File: src/mrrs_pkg.sv
// ----------------------------------------------------------------------------
// mrrs_pkg
// Shared widths, codes and defaults for the multicore round-robin scheduler.
// ----------------------------------------------------------------------------
package mrrs_pkg;

  localparam int unsigned FUNC_W     = 3;
  localparam int unsigned CORE_W     = 2;
  localparam int unsigned TASK_W     = 6;
  localparam int unsigned SLICE_W    = 16;
  localparam int unsigned CNT_W      = 7;
  localparam int unsigned ACT_W      = 3;
  localparam int unsigned CFG_IDX_W  = 3;
  localparam int unsigned CFG_DATA_W = 16;
  localparam int unsigned SLICE_REGS = 4;

  localparam int unsigned DEF_NUM_CORES   = 4;
  localparam int unsigned DEF_QUEUE_DEPTH = 16;
  localparam int unsigned DEF_MAX_TASKS   = 63;

  localparam logic [FUNC_W-1:0] FN_LOAD    = 3'd0;
  localparam logic [FUNC_W-1:0] FN_UNBLOCK = 3'd1;
  localparam logic [FUNC_W-1:0] FN_EXIT    = 3'd2;
  localparam logic [FUNC_W-1:0] FN_BLOCK   = 3'd3;
  localparam logic [FUNC_W-1:0] FN_TICK    = 3'd4;

  localparam logic [CFG_IDX_W-1:0] CFG_ACTIVE = 3'd0;
  localparam logic [CFG_IDX_W-1:0] CFG_SLICE0 = 3'd1;
  localparam logic [CFG_IDX_W-1:0] CFG_SLICE1 = 3'd2;
  localparam logic [CFG_IDX_W-1:0] CFG_SLICE2 = 3'd3;
  localparam logic [CFG_IDX_W-1:0] CFG_SLICE3 = 3'd4;

  localparam logic [TASK_W-1:0]  NO_TASK     = 6'd63;
  localparam logic [CNT_W-1:0]   CNT_MAX     = 7'd127;
  localparam logic [ACT_W-1:0]   RST_ACTIVE  = 3'd4;
  localparam logic [SLICE_W-1:0] RST_SLICE   = 16'd10;

endpackage

File: src/mrrs_ram.sv
// ----------------------------------------------------------------------------
// mrrs_ram
// Simple dual-port RAM: one write port, one read port with registered data.
// ----------------------------------------------------------------------------
module mrrs_ram #(
  parameter int unsigned WIDTH = 6,
  parameter int unsigned DEPTH = 64,
  parameter int unsigned ADDR_W = (DEPTH > 1) ? $clog2(DEPTH) : 1
) (
  input  logic              clk_i,
  input  logic              we_i,
  input  logic [ADDR_W-1:0] waddr_i,
  input  logic [WIDTH-1:0]  wdata_i,
  input  logic [ADDR_W-1:0] raddr_i,
  output logic [WIDTH-1:0]  rdata_o
);

  logic [WIDTH-1:0] mem_q [DEPTH];
  logic [WIDTH-1:0] rdata_q;

  always_ff @(posedge clk_i) begin
    if (we_i) begin
      mem_q[waddr_i] <= wdata_i;
    end
    rdata_q <= mem_q[raddr_i];
  end

  assign rdata_o = rdata_q;

endmodule

File: src/multicore_round_robin_scheduler.sv
// ----------------------------------------------------------------------------
// multicore_round_robin_scheduler
// Round-robin scheduler with one ready queue per core, run by a small
// sequencer that steps one queue or count update per cycle.
// ----------------------------------------------------------------------------
//  channel   | ports                                          | handshake
//  ----------+------------------------------------------------+-----------------
//  request   | func_i core_id_i task_id_i running_task_i      | start_i & !busy_o
//  result    | next_task_o target_core_o queue_overflow_o     | done_o, 1 cycle
//  config    | cfg_idx_i cfg_data_i                           | cfg_we_i
//
//  busy_o stays high while a request steps through a decode state, a push
//  state for a load, unblock or expiring tick, a dispatch state, and a wait
//  state for each ram read (home core on unblock, queue head pop)
//  a load also scans the other active cores, one compare per cycle
//  done_o rises the cycle busy_o falls; a new request may start in that cycle
//  reset clears all counters, heads and fills; the queue and blocked-home
//  rams need no clearing
//  the receiver cannot stall: done_o is a one-cycle strobe
module multicore_round_robin_scheduler #(
  parameter int unsigned NUM_CORES   = mrrs_pkg::DEF_NUM_CORES,
  parameter int unsigned QUEUE_DEPTH = mrrs_pkg::DEF_QUEUE_DEPTH,
  parameter int unsigned MAX_TASKS   = mrrs_pkg::DEF_MAX_TASKS
) (
  input  logic                            clk_i,
  input  logic                            rst_ni,
  input  logic                            start_i,
  output logic                            busy_o,
  input  logic [mrrs_pkg::FUNC_W-1:0]     func_i,
  input  logic [mrrs_pkg::CORE_W-1:0]     core_id_i,
  input  logic [mrrs_pkg::TASK_W-1:0]     task_id_i,
  input  logic [mrrs_pkg::TASK_W-1:0]     running_task_i,
  output logic                            done_o,
  output logic [mrrs_pkg::TASK_W-1:0]     next_task_o,
  output logic [mrrs_pkg::CORE_W-1:0]     target_core_o,
  output logic                            queue_overflow_o,
  input  logic                            cfg_we_i,
  input  logic [mrrs_pkg::CFG_IDX_W-1:0]  cfg_idx_i,
  input  logic [mrrs_pkg::CFG_DATA_W-1:0] cfg_data_i
);

  localparam int unsigned CIDX_W = (NUM_CORES > 1) ? $clog2(NUM_CORES) : 1;
  localparam int unsigned HEAD_W = $clog2(QUEUE_DEPTH);
  localparam int unsigned FILL_W = $clog2(QUEUE_DEPTH + 1);
  localparam int unsigned SUM_W  = $clog2(2 * QUEUE_DEPTH);
  localparam int unsigned QMEM_D = NUM_CORES * QUEUE_DEPTH;
  localparam int unsigned QA_W   = $clog2(QMEM_D);
  localparam int unsigned BH_D   = 64;

  typedef enum logic [2:0] {
    ST_IDLE,
    ST_EXEC,
    ST_SEARCH,
    ST_BH_WAIT,
    ST_PUSH,
    ST_DISPATCH,
    ST_RD_WAIT
  } state_e;

  state_e state_q;

  logic [mrrs_pkg::FUNC_W-1:0] func_q;
  logic [mrrs_pkg::CORE_W-1:0] core_q;
  logic [mrrs_pkg::TASK_W-1:0] task_q;
  logic [mrrs_pkg::TASK_W-1:0] run_q;
  logic [mrrs_pkg::TASK_W-1:0] push_task_q;
  logic [CIDX_W-1:0]           core_sel_q;
  logic [mrrs_pkg::ACT_W-1:0]  scan_q;
  logic [mrrs_pkg::CNT_W-1:0]  best_cnt_q;

  logic [HEAD_W-1:0]            head_q  [NUM_CORES];
  logic [FILL_W-1:0]            fill_q  [NUM_CORES];
  logic [mrrs_pkg::SLICE_W-1:0] left_q  [NUM_CORES];
  logic [mrrs_pkg::CNT_W-1:0]   tasks_q [NUM_CORES];

  logic [mrrs_pkg::ACT_W-1:0]   active_q;
  logic [mrrs_pkg::SLICE_W-1:0] slice_cfg_q [mrrs_pkg::SLICE_REGS];

  logic                         done_q;
  logic [mrrs_pkg::TASK_W-1:0]  next_q;
  logic [mrrs_pkg::CORE_W-1:0]  target_q;
  logic                         ovf_q;

  // shared datapath
  logic [CIDX_W-1:0]            ci;
  logic [mrrs_pkg::ACT_W-1:0]   n_act;
  logic [HEAD_W-1:0]            head_cur;
  logic [FILL_W-1:0]            fill_cur;
  logic [SUM_W-1:0]             slot_sum;
  logic [HEAD_W-1:0]            slot;
  logic [HEAD_W-1:0]            head_inc;
  logic [QA_W-1:0]              push_addr;
  logic [QA_W-1:0]              pop_addr;
  logic [mrrs_pkg::SLICE_W-1:0] eff_slice;
  logic [mrrs_pkg::SLICE_W-1:0] left_dec;
  logic                         is_enq;
  logic                         core_ok;
  logic                         queue_full;
  logic                         push_ok;
  logic                         q_we;
  logic                         bh_we;
  logic [mrrs_pkg::TASK_W-1:0]  q_rdata;
  logic [mrrs_pkg::CORE_W-1:0]  bh_rdata;
  logic [mrrs_pkg::CORE_W-1:0]  bh_core;

  always_comb begin
    ci = (state_q == ST_SEARCH) ? scan_q[CIDX_W-1:0] : core_sel_q;

    if (active_q == '0) begin
      n_act = mrrs_pkg::ACT_W'(1);
    end else if (active_q > mrrs_pkg::ACT_W'(NUM_CORES)) begin
      n_act = mrrs_pkg::ACT_W'(NUM_CORES);
    end else begin
      n_act = active_q;
    end

    head_cur   = head_q[ci];
    fill_cur   = fill_q[ci];
    queue_full = (fill_cur == FILL_W'(QUEUE_DEPTH));

    slot_sum = SUM_W'(head_cur) + SUM_W'(fill_cur);
    if (slot_sum >= SUM_W'(QUEUE_DEPTH)) begin
      slot = HEAD_W'(slot_sum - SUM_W'(QUEUE_DEPTH));
    end else begin
      slot = HEAD_W'(slot_sum);
    end

    if (head_cur == HEAD_W'(QUEUE_DEPTH - 1)) begin
      head_inc = '0;
    end else begin
      head_inc = head_cur + HEAD_W'(1);
    end

    push_addr = QA_W'(ci) * QA_W'(QUEUE_DEPTH) + QA_W'(slot);
    pop_addr  = QA_W'(ci) * QA_W'(QUEUE_DEPTH) + QA_W'(head_cur);

    eff_slice = slice_cfg_q[mrrs_pkg::CORE_W'(ci)];
    if (eff_slice == '0) begin
      eff_slice = mrrs_pkg::SLICE_W'(1);
    end
    left_dec = ((left_q[ci] == '0) ? eff_slice : left_q[ci]) - mrrs_pkg::SLICE_W'(1);

    is_enq  = (func_q == mrrs_pkg::FN_LOAD) || (func_q == mrrs_pkg::FN_UNBLOCK);
    core_ok = ({1'b0, core_q} < (mrrs_pkg::CORE_W + 1)'(NUM_CORES));
    push_ok = !(is_enq && (task_q >= mrrs_pkg::TASK_W'(MAX_TASKS))) && !queue_full;

    q_we  = (state_q == ST_PUSH) && push_ok;
    bh_we = (state_q == ST_EXEC) && (func_q == mrrs_pkg::FN_BLOCK) && core_ok &&
            (run_q < mrrs_pkg::TASK_W'(MAX_TASKS));

    bh_core = ({1'b0, bh_rdata} >= (mrrs_pkg::CORE_W + 1)'(NUM_CORES)) ? '0 : bh_rdata;
  end

  mrrs_ram #(
    .WIDTH (mrrs_pkg::TASK_W),
    .DEPTH (QMEM_D),
    .ADDR_W(QA_W)
  ) u_queue_ram (
    .clk_i  (clk_i),
    .we_i   (q_we),
    .waddr_i(push_addr),
    .wdata_i(push_task_q),
    .raddr_i(pop_addr),
    .rdata_o(q_rdata)
  );

  mrrs_ram #(
    .WIDTH (mrrs_pkg::CORE_W),
    .DEPTH (BH_D),
    .ADDR_W(mrrs_pkg::TASK_W)
  ) u_home_ram (
    .clk_i  (clk_i),
    .we_i   (bh_we),
    .waddr_i(run_q),
    .wdata_i(core_q),
    .raddr_i(task_q),
    .rdata_o(bh_rdata)
  );

  always_ff @(posedge clk_i or negedge rst_ni) begin
    if (!rst_ni) begin
      active_q <= mrrs_pkg::RST_ACTIVE;
      for (int i = 0; i < int'(mrrs_pkg::SLICE_REGS); i++) begin
        slice_cfg_q[i] <= mrrs_pkg::RST_SLICE;
      end
    end else if (cfg_we_i) begin
      case (cfg_idx_i)
        mrrs_pkg::CFG_ACTIVE: active_q       <= cfg_data_i[mrrs_pkg::ACT_W-1:0];
        mrrs_pkg::CFG_SLICE0: slice_cfg_q[0] <= cfg_data_i;
        mrrs_pkg::CFG_SLICE1: slice_cfg_q[1] <= cfg_data_i;
        mrrs_pkg::CFG_SLICE2: slice_cfg_q[2] <= cfg_data_i;
        mrrs_pkg::CFG_SLICE3: slice_cfg_q[3] <= cfg_data_i;
        default: ;
      endcase
    end
  end

  always_ff @(posedge clk_i or negedge rst_ni) begin
    if (!rst_ni) begin
      state_q     <= ST_IDLE;
      done_q      <= 1'b0;
      func_q      <= '0;
      core_q      <= '0;
      task_q      <= '0;
      run_q       <= '0;
      push_task_q <= '0;
      core_sel_q  <= '0;
      scan_q      <= '0;
      best_cnt_q  <= '0;
      next_q      <= mrrs_pkg::NO_TASK;
      target_q    <= '0;
      ovf_q       <= 1'b0;
      for (int i = 0; i < int'(NUM_CORES); i++) begin
        head_q[i]  <= '0;
        fill_q[i]  <= '0;
        left_q[i]  <= '0;
        tasks_q[i] <= '0;
      end
    end else begin
      case (state_q)
        ST_IDLE: begin
          done_q <= 1'b0;
          if (start_i) begin
            func_q      <= func_i;
            core_q      <= core_id_i;
            task_q      <= task_id_i;
            run_q       <= running_task_i;
            push_task_q <= task_id_i;
            core_sel_q  <= (func_i == mrrs_pkg::FN_LOAD) ? '0 : core_id_i[CIDX_W-1:0];
            next_q      <= mrrs_pkg::NO_TASK;
            target_q    <= '0;
            ovf_q       <= 1'b0;
            state_q     <= ST_EXEC;
          end
        end
        ST_EXEC: begin
          case (func_q)
            mrrs_pkg::FN_LOAD: begin
              best_cnt_q <= tasks_q[ci];
              scan_q     <= mrrs_pkg::ACT_W'(1);
              state_q    <= (n_act == mrrs_pkg::ACT_W'(1)) ? ST_PUSH : ST_SEARCH;
            end
            mrrs_pkg::FN_UNBLOCK: begin
              state_q <= ST_BH_WAIT;
            end
            mrrs_pkg::FN_EXIT: begin
              if (!core_ok) begin
                done_q  <= 1'b1;
                state_q <= ST_IDLE;
              end else begin
                if (tasks_q[ci] != '0) begin
                  tasks_q[ci] <= tasks_q[ci] - mrrs_pkg::CNT_W'(1);
                end
                state_q <= ST_DISPATCH;
              end
            end
            mrrs_pkg::FN_BLOCK: begin
              if (!core_ok) begin
                done_q  <= 1'b1;
                state_q <= ST_IDLE;
              end else begin
                state_q <= ST_DISPATCH;
              end
            end
            mrrs_pkg::FN_TICK: begin
              if (!core_ok) begin
                done_q  <= 1'b1;
                state_q <= ST_IDLE;
              end else if (run_q == mrrs_pkg::NO_TASK) begin
                if (fill_cur != '0) begin
                  state_q <= ST_DISPATCH;
                end else begin
                  done_q  <= 1'b1;
                  state_q <= ST_IDLE;
                end
              end else if (left_dec == '0) begin
                push_task_q <= run_q;
                state_q     <= ST_PUSH;
              end else begin
                left_q[ci] <= left_dec;
                next_q     <= run_q;
                done_q     <= 1'b1;
                state_q    <= ST_IDLE;
              end
            end
            default: begin
              done_q  <= 1'b1;
              state_q <= ST_IDLE;
            end
          endcase
        end
        ST_SEARCH: begin
          if (tasks_q[ci] < best_cnt_q) begin
            best_cnt_q <= tasks_q[ci];
            core_sel_q <= ci;
          end
          if (scan_q == n_act - mrrs_pkg::ACT_W'(1)) begin
            state_q <= ST_PUSH;
          end else begin
            scan_q <= scan_q + mrrs_pkg::ACT_W'(1);
          end
        end
        ST_BH_WAIT: begin
          core_sel_q <= bh_core[CIDX_W-1:0];
          state_q    <= ST_PUSH;
        end
        ST_PUSH: begin
          if (is_enq) begin
            target_q <= mrrs_pkg::CORE_W'(ci);
          end
          if (push_ok) begin
            fill_q[ci] <= fill_cur + FILL_W'(1);
            if ((func_q == mrrs_pkg::FN_LOAD) && (tasks_q[ci] != mrrs_pkg::CNT_MAX)) begin
              tasks_q[ci] <= tasks_q[ci] + mrrs_pkg::CNT_W'(1);
            end
          end else if (!(is_enq && (task_q >= mrrs_pkg::TASK_W'(MAX_TASKS)))) begin
            ovf_q <= 1'b1;
          end
          if (is_enq) begin
            done_q  <= 1'b1;
            state_q <= ST_IDLE;
          end else begin
            state_q <= ST_DISPATCH;
          end
        end
        ST_DISPATCH: begin
          left_q[ci] <= eff_slice;
          if (fill_cur != '0) begin
            head_q[ci] <= head_inc;
            fill_q[ci] <= fill_cur - FILL_W'(1);
            state_q    <= ST_RD_WAIT;
          end else begin
            next_q  <= mrrs_pkg::NO_TASK;
            done_q  <= 1'b1;
            state_q <= ST_IDLE;
          end
        end
        ST_RD_WAIT: begin
          next_q  <= q_rdata;
          done_q  <= 1'b1;
          state_q <= ST_IDLE;
        end
        default: begin
          state_q <= ST_IDLE;
        end
      endcase
    end
  end

  assign busy_o           = (state_q != ST_IDLE);
  assign done_o           = done_q;
  assign next_task_o      = next_q;
  assign target_core_o    = target_q;
  assign queue_overflow_o = ovf_q;

endmodule

File: config.mk
export PLATFORM = sky130hd
export DESIGN_NAME = multicore_round_robin_scheduler
export DESIGN_NICKNAME = d
export VERILOG_FILES = /design/src/mrrs_pkg.sv /design/src/mrrs_ram.sv /design/src/multicore_round_robin_scheduler.sv
export SDC_FILE = /design/constraint.sdc
export NUM_CORES = 1
export LEC_CHECK = 0
export BUFFER_PORTS_ARGS = -buffer_cell sky130_fd_sc_hd__buf_2
export CAP_MARGIN = 20
export CORE_ASPECT_RATIO = 2
export CORE_MARGIN = 10
export CORE_UTILIZATION = 45
export DETAILED_ROUTE_END_ITERATION = 16
export GPL_TIMING_DRIVEN = 0
export HOLD_SLACK_MARGIN = 0.06
export PLACE_DENSITY_LB_ADDON = 0.12
export SLEW_MARGIN = 20
export SYNTH_ARGS = -nofsm -noshare
export SYNTH_HDL_FRONTEND = slang
export SYNTH_SLANG_ARGS = --single-unit
export TNS_END_PERCENT = 5
File: constraint.sdc
create_clock -name clk_i -period 15.95 [get_ports clk_i]
set_input_delay 1.595 -clock clk_i [delete_from_list [all_inputs] [get_ports clk_i]]
set_output_delay 1.595 -clock clk_i [all_outputs]
set_load 0.005 [all_outputs]
Word level (Yosys, flattened, before mapping)
Memories as Yosys holds them, arrays and structs flattened. A register that Yosys moved wholly into a read port is not among the register bits.
Cells that the tools add are included.

operators by class
  add/sub/neg operators = 12
  $lt $le $gt $ge = 7
  eq/ne operators = 40
  muxes and demuxes = 97
  bitwise logic cells = 1
  reductions and logical operators = 51

operators by type and width
  kind                                                    number
  two-way mux 64 bit                                      3
  bitwise mux 64 bit                                      2
  case mux 64 bit (2 select lines)                        1
  two-way mux 16 bit                                      7
  two-way mux 28 bit                                      4
  binary-select mux 16 bit (select 2 bit)                 2
  bitwise mux 28 bit                                      2
  case mux 28 bit (2 select lines)                        1
  two-way mux 6 bit                                       9
  zero test 16 bit                                        3
  bitwise mux 20 bit                                      2
  two-way mux 20 bit                                      2
  case mux 20 bit (2 select lines)                        1
  two-way mux 3 bit                                       12
  two-way mux 7 bit                                       5
  demux 16 bit (select 2 bit)                             1
  case mux 6 bit (4 select lines)                         1
  inequality test 2 bit (second input constant)           11
  two-way mux 4 bit                                       5
  equality test 3 x 2 -> 1 bit (second input constant)    6
  case mux 3 bit (6 select lines)                         1
  bitwise mux 16 bit                                      1
  inequality test 2 x 1 -> 1 bit (second input constant)  8
  AND reduction 2 bit                                     8
  other kinds (59)                                        110

word-level totals
  bits in registers = 243
  RAM bits = 512
  input bits = 40
  output and inout port bits = 11
  memories = 2

memory list
  memory             words  bits a word  rd ports  clocked after Yosys merged registers in  wr ports  line            text
  u_queue_ram.mem_q  64     6            1         1                                        1         mrrs_ram.sv:18  logic [WIDTH-1:0] mem_q [DEPTH];
  u_home_ram.mem_q   64     2            1         1                                        1         mrrs_ram.sv:18

Depth between registers and ports, before layout
  word-level depth = 15
  mapped depth = 24
  gate-level depth less buffers = 18

Cells and area by module
A second synthesis with hierarchy kept.

unflattened totals
  cells, all modules = 2,487
  area total of the unflattened synthesis = 35,402.7 um^2

by module, submodules not included
  module                           times used  cells each  area each (um^2)  sequential area each (um^2)
  mrrs_ram (u_queue_ram)           1           720         15,225.9          11,651.2
  multicore_round_robin_scheduler  1           1,452       14,687.8          6,099.6
  mrrs_ram (u_home_ram)            1           315         5,489.0           3,883.7

Worst setup path after synthesis
Ideal clock, no wire load.

  kind = register to register
  start = reg scan_q[1] in the netlist's numbering
  end = reg left_q[10] in the netlist's numbering
  library setup time = 0.125 ns
  arrival time = 5.199 ns
  required time = 15.825 ns
  path slack = 10.626 ns
  stages on the path, launching flop included = 21
  path buffers = 4
  cell sequence = dfrtp_1 > buf_6 > mux4_1 > mux2_2 > nor3_1 > nand3_1 > buf_2 > clkbuf_1 > o21ai_0 > inv_1 > ha_1 > nand2_1 > nor3_1 > a31oi_1 > o311a_2 > or4bb_1 > nor4_2 > nand4_2 > a22oi_4 > buf_12 > mux2_4

on the way
  cells in the longest elaborated chain, start to end = 14
  elaborated cells on any way between the ends = 27
  classes of those cells = add/sub (1); order compare (2); eq/ne (1); mux (17); bitwise (1); reduce/logical (5)

ends and longest elaborated chain
  item                                                   line                                    text
  start, declared                                        multicore_round_robin_scheduler.sv:68   logic [mrrs_pkg::ACT_W-1:0] scan_q;
  start signal, assigned                                 multicore_round_robin_scheduler.sv:240  scan_q <= mrrs_pkg::ACT_W'(1);
  start signal, assigned                                 multicore_round_robin_scheduler.sv:300  scan_q <= scan_q + mrrs_pkg::ACT_W'(1);
  two-way mux 2 bit (*)                                  multicore_round_robin_scheduler.sv:107  ci = (state_q == ST_SEARCH) ? scan_q[CIDX_W-1:0] : core_sel_q;
  inverter 2 -> 3 bit (not written as such) (*)          n/a
  binary-select mux 16 bit (select 2 bit)                multicore_round_robin_scheduler.sv:137  eff_slice = slice_cfg_q[mrrs_pkg::CORE_W'(ci)];
  two-way mux 16 bit (not written as such) (2 in a row)  multicore_round_robin_scheduler.sv:137
  zero test 16 bit                                       multicore_round_robin_scheduler.sv:138  if (eff_slice == '0) begin
  two-way mux 16 bit                                     multicore_round_robin_scheduler.sv:138
  two-way mux 16 bit                                     multicore_round_robin_scheduler.sv:141  left_dec = ((left_q[ci] == '0) ? eff_slice : left_q[ci]) - mrrs_pkg::SLICE_W'(1);
  subtractor 16 x 1 -> 16 bit                            multicore_round_robin_scheduler.sv:141
  bitwise mux 64 bit                                     multicore_round_robin_scheduler.sv:280  left_q[ci] <= left_dec;
  two-way mux 64 bit                                     multicore_round_robin_scheduler.sv:276  end else if (left_dec == '0) begin
  two-way mux 64 bit                                     multicore_round_robin_scheduler.sv:269  end else if (run_q == mrrs_pkg::NO_TASK) begin
  two-way mux 64 bit                                     multicore_round_robin_scheduler.sv:237  case (func_q)
  case mux 64 bit (2 select lines)                       multicore_round_robin_scheduler.sv:220  case (state_q)
  end signal, assigned by index                          multicore_round_robin_scheduler.sv:280
  end signal, assigned by index                          multicore_round_robin_scheduler.sv:327  left_q[ci] <= eff_slice;
  end, declared                                          multicore_round_robin_scheduler.sv:73   logic [mrrs_pkg::SLICE_W-1:0] left_q [NUM_CORES];

Every way passes the cells marked *; elsewhere a longest branch is shown, timed or not. The select of a mux whose other input is x is not followed.
A chain may end at the register's enable or synchronous reset.

Final worst setup path
  start = reg state_q[0]
  end = reg left_q[49] in the netlist's numbering

on the way
  cells in the longest elaborated chain, start to end = 15
  elaborated cells on any way between the ends = 33
  classes of those cells = add/sub (1); order compare (2); eq/ne (6); mux (17); bitwise (1); reduce/logical (6)

ends and longest elaborated chain
  item                                                   line                                    text
  start, declared                                        multicore_round_robin_scheduler.sv:60   state_e state_q;
  start signal, assigned                                 multicore_round_robin_scheduler.sv:241  state_q <= (n_act == mrrs_pkg::ACT_W'(1)) ? ST_PUSH : ST_SEARCH;
  equality test 3 x 2 -> 1 bit                           multicore_round_robin_scheduler.sv:107
  two-way mux 2 bit                                      multicore_round_robin_scheduler.sv:107
  inverter 2 -> 3 bit (not written as such)              n/a
  binary-select mux 16 bit (select 2 bit)                multicore_round_robin_scheduler.sv:137
  two-way mux 16 bit (not written as such) (2 in a row)  multicore_round_robin_scheduler.sv:137
  zero test 16 bit                                       multicore_round_robin_scheduler.sv:138
  two-way mux 16 bit                                     multicore_round_robin_scheduler.sv:138
  two-way mux 16 bit                                     multicore_round_robin_scheduler.sv:141
  subtractor 16 x 1 -> 16 bit                            multicore_round_robin_scheduler.sv:141
  bitwise mux 64 bit                                     multicore_round_robin_scheduler.sv:280
  two-way mux 64 bit                                     multicore_round_robin_scheduler.sv:276
  two-way mux 64 bit                                     multicore_round_robin_scheduler.sv:269
  two-way mux 64 bit                                     multicore_round_robin_scheduler.sv:237
  case mux 64 bit (2 select lines)                       multicore_round_robin_scheduler.sv:220

Parallel ways exist; a longest one is shown, timed or not. The select of a mux whose other input is x is not followed.

==> results.tsv <==
stage	metric	value	unit
run_status	status	finished, final reports clean	
timing	Layout Skew	0.02724	ns
cts	number of buffers created by CTS	73	
worst_setup_path	Crit Path Category	flip-flop to flip-flop	
timing	Final Hold Viols	0	
final_layout	storage element area	21660	um2
cts	CTS H-tree depth	3	
yosys	post-synthesis sequential area ratio	60.29	%
run	max-cap violation count	0	
cts	Clock Tree Buf Depth	3	
yosys	Cell Area, Synth	35890	um2
timing	Max Clock Freq	118.6	MHz
timing	setup ws final	7.521	ns
final_layout	Non-Filler Instances	3854	
global_route	total grt overflow	0	
timing	unrepaired setup endpoints after global routing	no	
worst_setup_path	worst reg2reg startpoint	state_q[0]	
detailed_routing	Detail Route Antenna Nets	0	
detailed_routing	WL/cell	29.29	um
yosys	top cells by count, synth	edfxtp_1, nand2_1, nor2_1	
timing	min cycle time layout	8.429	ns
min_path	hold_sp	next_task_o[1]	
cts	Root Buffer	clkbuf_16	
worst_setup_path	arrival time of the worst setup path	8.96	ns
yosys	synth top area cells	edfxtp_1, dfrtp_1, mux4_2, mux2i_1, mux2_2	
worst_setup_path	crit-path cells	clkbuf_1 -> nor3b_2 -> buf_2 -> buf_4 -> buf_2 -> clkbuf_1 -> nor2b_1 -> a221oi_1 -> ha_1 -> nand2_1 -> nor3_1 -> nand3_1 -> o311ai_0 -> nand2_1 -> nor4_2 -> nand4_4 -> a22oi_4 -> buf_12 -> mux2_4	
worst_setup_path	Max FO, Critical Path	10	
floorplan	Die Width	219.7	um
final_layout	Design Area, Final	40250	um2
floorplan	core area	79100	um2
yosys	Ys Warns	0	
yosys	Post-synth ARST share	31.85	%
worst_setup_path	Req. time, crit path	16.48	ns
worst_setup_path	CP startpoint kind	flip-flop	
timing	Max Transition Viols Final	0	
power	power density over cell area	230.9	nW/um2
min_path	Hold Path Class	flip-flop to flip-flop	
cts	worst skew pair latency	0.66	ns
floorplan	Die Ht	419.4	um
place	placed cell areas	37730	um2
detailed_routing	Starting DRT DRC Count	1781	
floorplan	I/O pin cnt	51	
detailed_routing	Via-to-Cell Ratio	6.076	
cts	CTS tree	yes	
min_path	hold worst-path end	next_task_o[1]	
yosys	cell with the most instances after synthesis	edfxtp_1	
worst_setup_path	FF-to-FF End	left_q[49]	
worst_setup_path	slowest CP cell	nor3_1	
global_route	initial antenna violation count	7	
worst_setup_path	critical path capture point type	flip-flop	
min_path	Hold Path Depth	2	
final_layout	layout net count	2817	
yosys	#FFs+latches synth	763	
yosys	number of synthesized flops with an enable pin	512	
timing	Max-slew headroom	20.43	%
yosys	Synth top area share	42.84	%
final_layout	area of the multi-input gates	13400	um2
floorplan	Site Rows	146	
floorplan	die footprint	92130	um2
timing	setup TNS	0	ns
place	pre-CTS WS	7.615	ns
place	PortBufs	50	
yosys	Unique masters post-synth	87	
cts	cts repair resizes	0	
timing	fin crit share	52.85	%
global_route	total track usage	24.59	%
worst_setup_path	slowest stage delay, CP	0.90	ns
yosys	Mapped Cells	2620	
yosys	syn_area_per_cell	13.70	um2
global_route	first-pass GRT wire length	163700	um
final_layout	area grow syn2layout	12.16	%
power	Peak VDD IR	0.0001550	V
detailed_routing	WL final	112900	um
floorplan	Initial Utilization	45.37	%
yosys	Top FF cell, synth	edfxtp_1	
detailed_routing	# DRC	0	
cts	TritonCTS Sinks	763	
cts	Hold Buf Count CTS	0	
place	Post-DP HPWL	82350	um
cts	Worst-path clk slew	0.07	ns
global_route	vias in the first global route	24827	
final_layout	Fillers	6778	
detailed_routing	total vias in the final route	23418	
cts	postcts setup bufs	0	
yosys	post-synth top area cell	edfxtp_1	
timing	final setup fails	0	
place	# placed instances	3717	
worst_setup_path	Reg2Reg Setup Slack	7.52	ns
timing	Slew @ Worst Pin	1.160	ns
final_layout	share of layout cells above drive strength 1	20.66	%
worst_setup_path	R2R depth	19	
place	Final GP Congestion	0.9936	
detailed_routing	total iterations of the first detailed-routing run	5	
global_route	largest net degree at the start of global routing	98	
power	P_leak	14.50	nW
[sequential cells by signal (all words and copies together) (netlist names), 3 cells and up, named ones only]
signal               flops
func_q                   3
left_q                  64
u_home_ram.mem_q       128
slice_cfg_q             64
push_task_q              6
tasks_q                 24
fill_q                  16
u_queue_ram.rdata_o      6
run_q                    6
active_q                 3
state_q                  3
best_cnt_q               7
head_q                  16
next_task_o              6
scan_q                   3
task_q                   6
u_queue_ram.mem_q      384
[layout make-up]
class / instances / share of cell area (%)
plain buffers: 146 / 1.825
diodes: 1 / 0.006217
well taps: 1036 / 3.220
clock inverters: 50 / 1.501
flip-flops and latches: 763 / 53.81
clock buffers: 85 / 4.703
repair buffers: 61 / 1.281
multi-input cells: 1674 / 33.30
inverters: 38 / 0.3544
[stage by stage]
| step | hold slack [ns] | util (%) | total power [mW] |
|---|---|---|---|
| after global placement | 0.4607 | 47.33 | 7.302 |
| after CTS | 0.4796 | 50.85 | 9.274 |
| final | 0.4786 | 50.89 | 9.293 |
| after detailed placement | 0.4688 | 47.70 | 7.426 |
| after floorplan | 0.4497 | - | 5.651 |
| after global routing | 0.4974 | 50.89 | 9.689 |
[kinds of logic after synthesis]
logic type	after synthesis	synth area share (%)
and+or+nand+nor	735	9.365
muxes	499	18.91
adders and majority gates	20	0.7183
AOI/OAI and AO/OA	396	7.723
buffers and inverters	184	2.444
DFF	763	60.29
xor gates and xnor gates	22	0.5369
other	1	0.01045
[where the power goes]
group	total [mW]	internal, mW	leakage (nW)	switching [mW]
registers	2.85	2.58	7.74	0.262
logic	4.60	1.54	5.54	3.06
clock network	1.84	1.06	1.21	0.788
total	9.29	5.18	14.5	4.11
[critical path: cells and delay by family, from the launching register on]
kind / cells / cell delay, ns
AO/OA/AOI/OAI: 3 / 1.34
AND/OR/NAND/NOR: 8 / 3.39
buffers and inverters: 6 / 2.51
adder cells (fa/ha/maj): 1 / 0.37
flip-flops: 1 / 0.36
multiplexers: 1 / 0.31
[how the worst max path moves through the flow]
stage | depth (start not counted) | endpoint | from | slack (ns)
2_1_floorplan | 20 | left_q[10] | scan_q[1] | 10.63
3_3_place_gp | 17 | u_queue_ram.mem_q[31][0] | core_sel_q[0] | 7.58
3_5_place_dp | 17 | u_queue_ram.mem_q[31][1] | core_sel_q[0] | 7.62
4_1_cts | 17 | u_queue_ram.mem_q[31][1] | core_sel_q[0] | 7.57
5_1_grt | 17 | u_queue_ram.mem_q[31][1] | state_q[0] | 7.13
6_report | 19 | left_q[49] | state_q[0] | 7.52
[placed cells by master, fill, tap and decap left out, types with 8 or more instances in the layout]
master     count
a211o_1        8
a211oi_1     123
a21oi_1       89
a311oi_1      30
a31oi_1       30
and3_1        15
buf_1         18
buf_2         77
buf_6          9
bufinv_16     12
clkbuf_1      93
clkbuf_16     74
clkinv_1       8
clkinv_2      14
dfrtp_1      220
dfstp_2       15
dfxtp_1        8
edfxtp_1     512
ha_1          19
inv_1         37
mux2_2       163
mux2_4        40
mux2i_1      187
mux4_1        10
mux4_2        97
nand2_1      270
nand3_1       38
nor2_1       236
nor2b_1       72
nor3_1        31
o21ai_0       43
o22ai_1       13
or3_1          8
xnor2_1       12
xor2_1        10
[routing by layer]
metal | up-vias | wire (um) | track usage [%]
li1 | 10250 | - | -
met1 | 11927 | 37770 | 24.82
met2 | 898 | 61650 | 45.87
met3 | 343 | 5389 | 3.464
met4 | 0 | 8092 | 16.04
met5 | - | 0 | 0
Power figures use the tool's default switching activity.
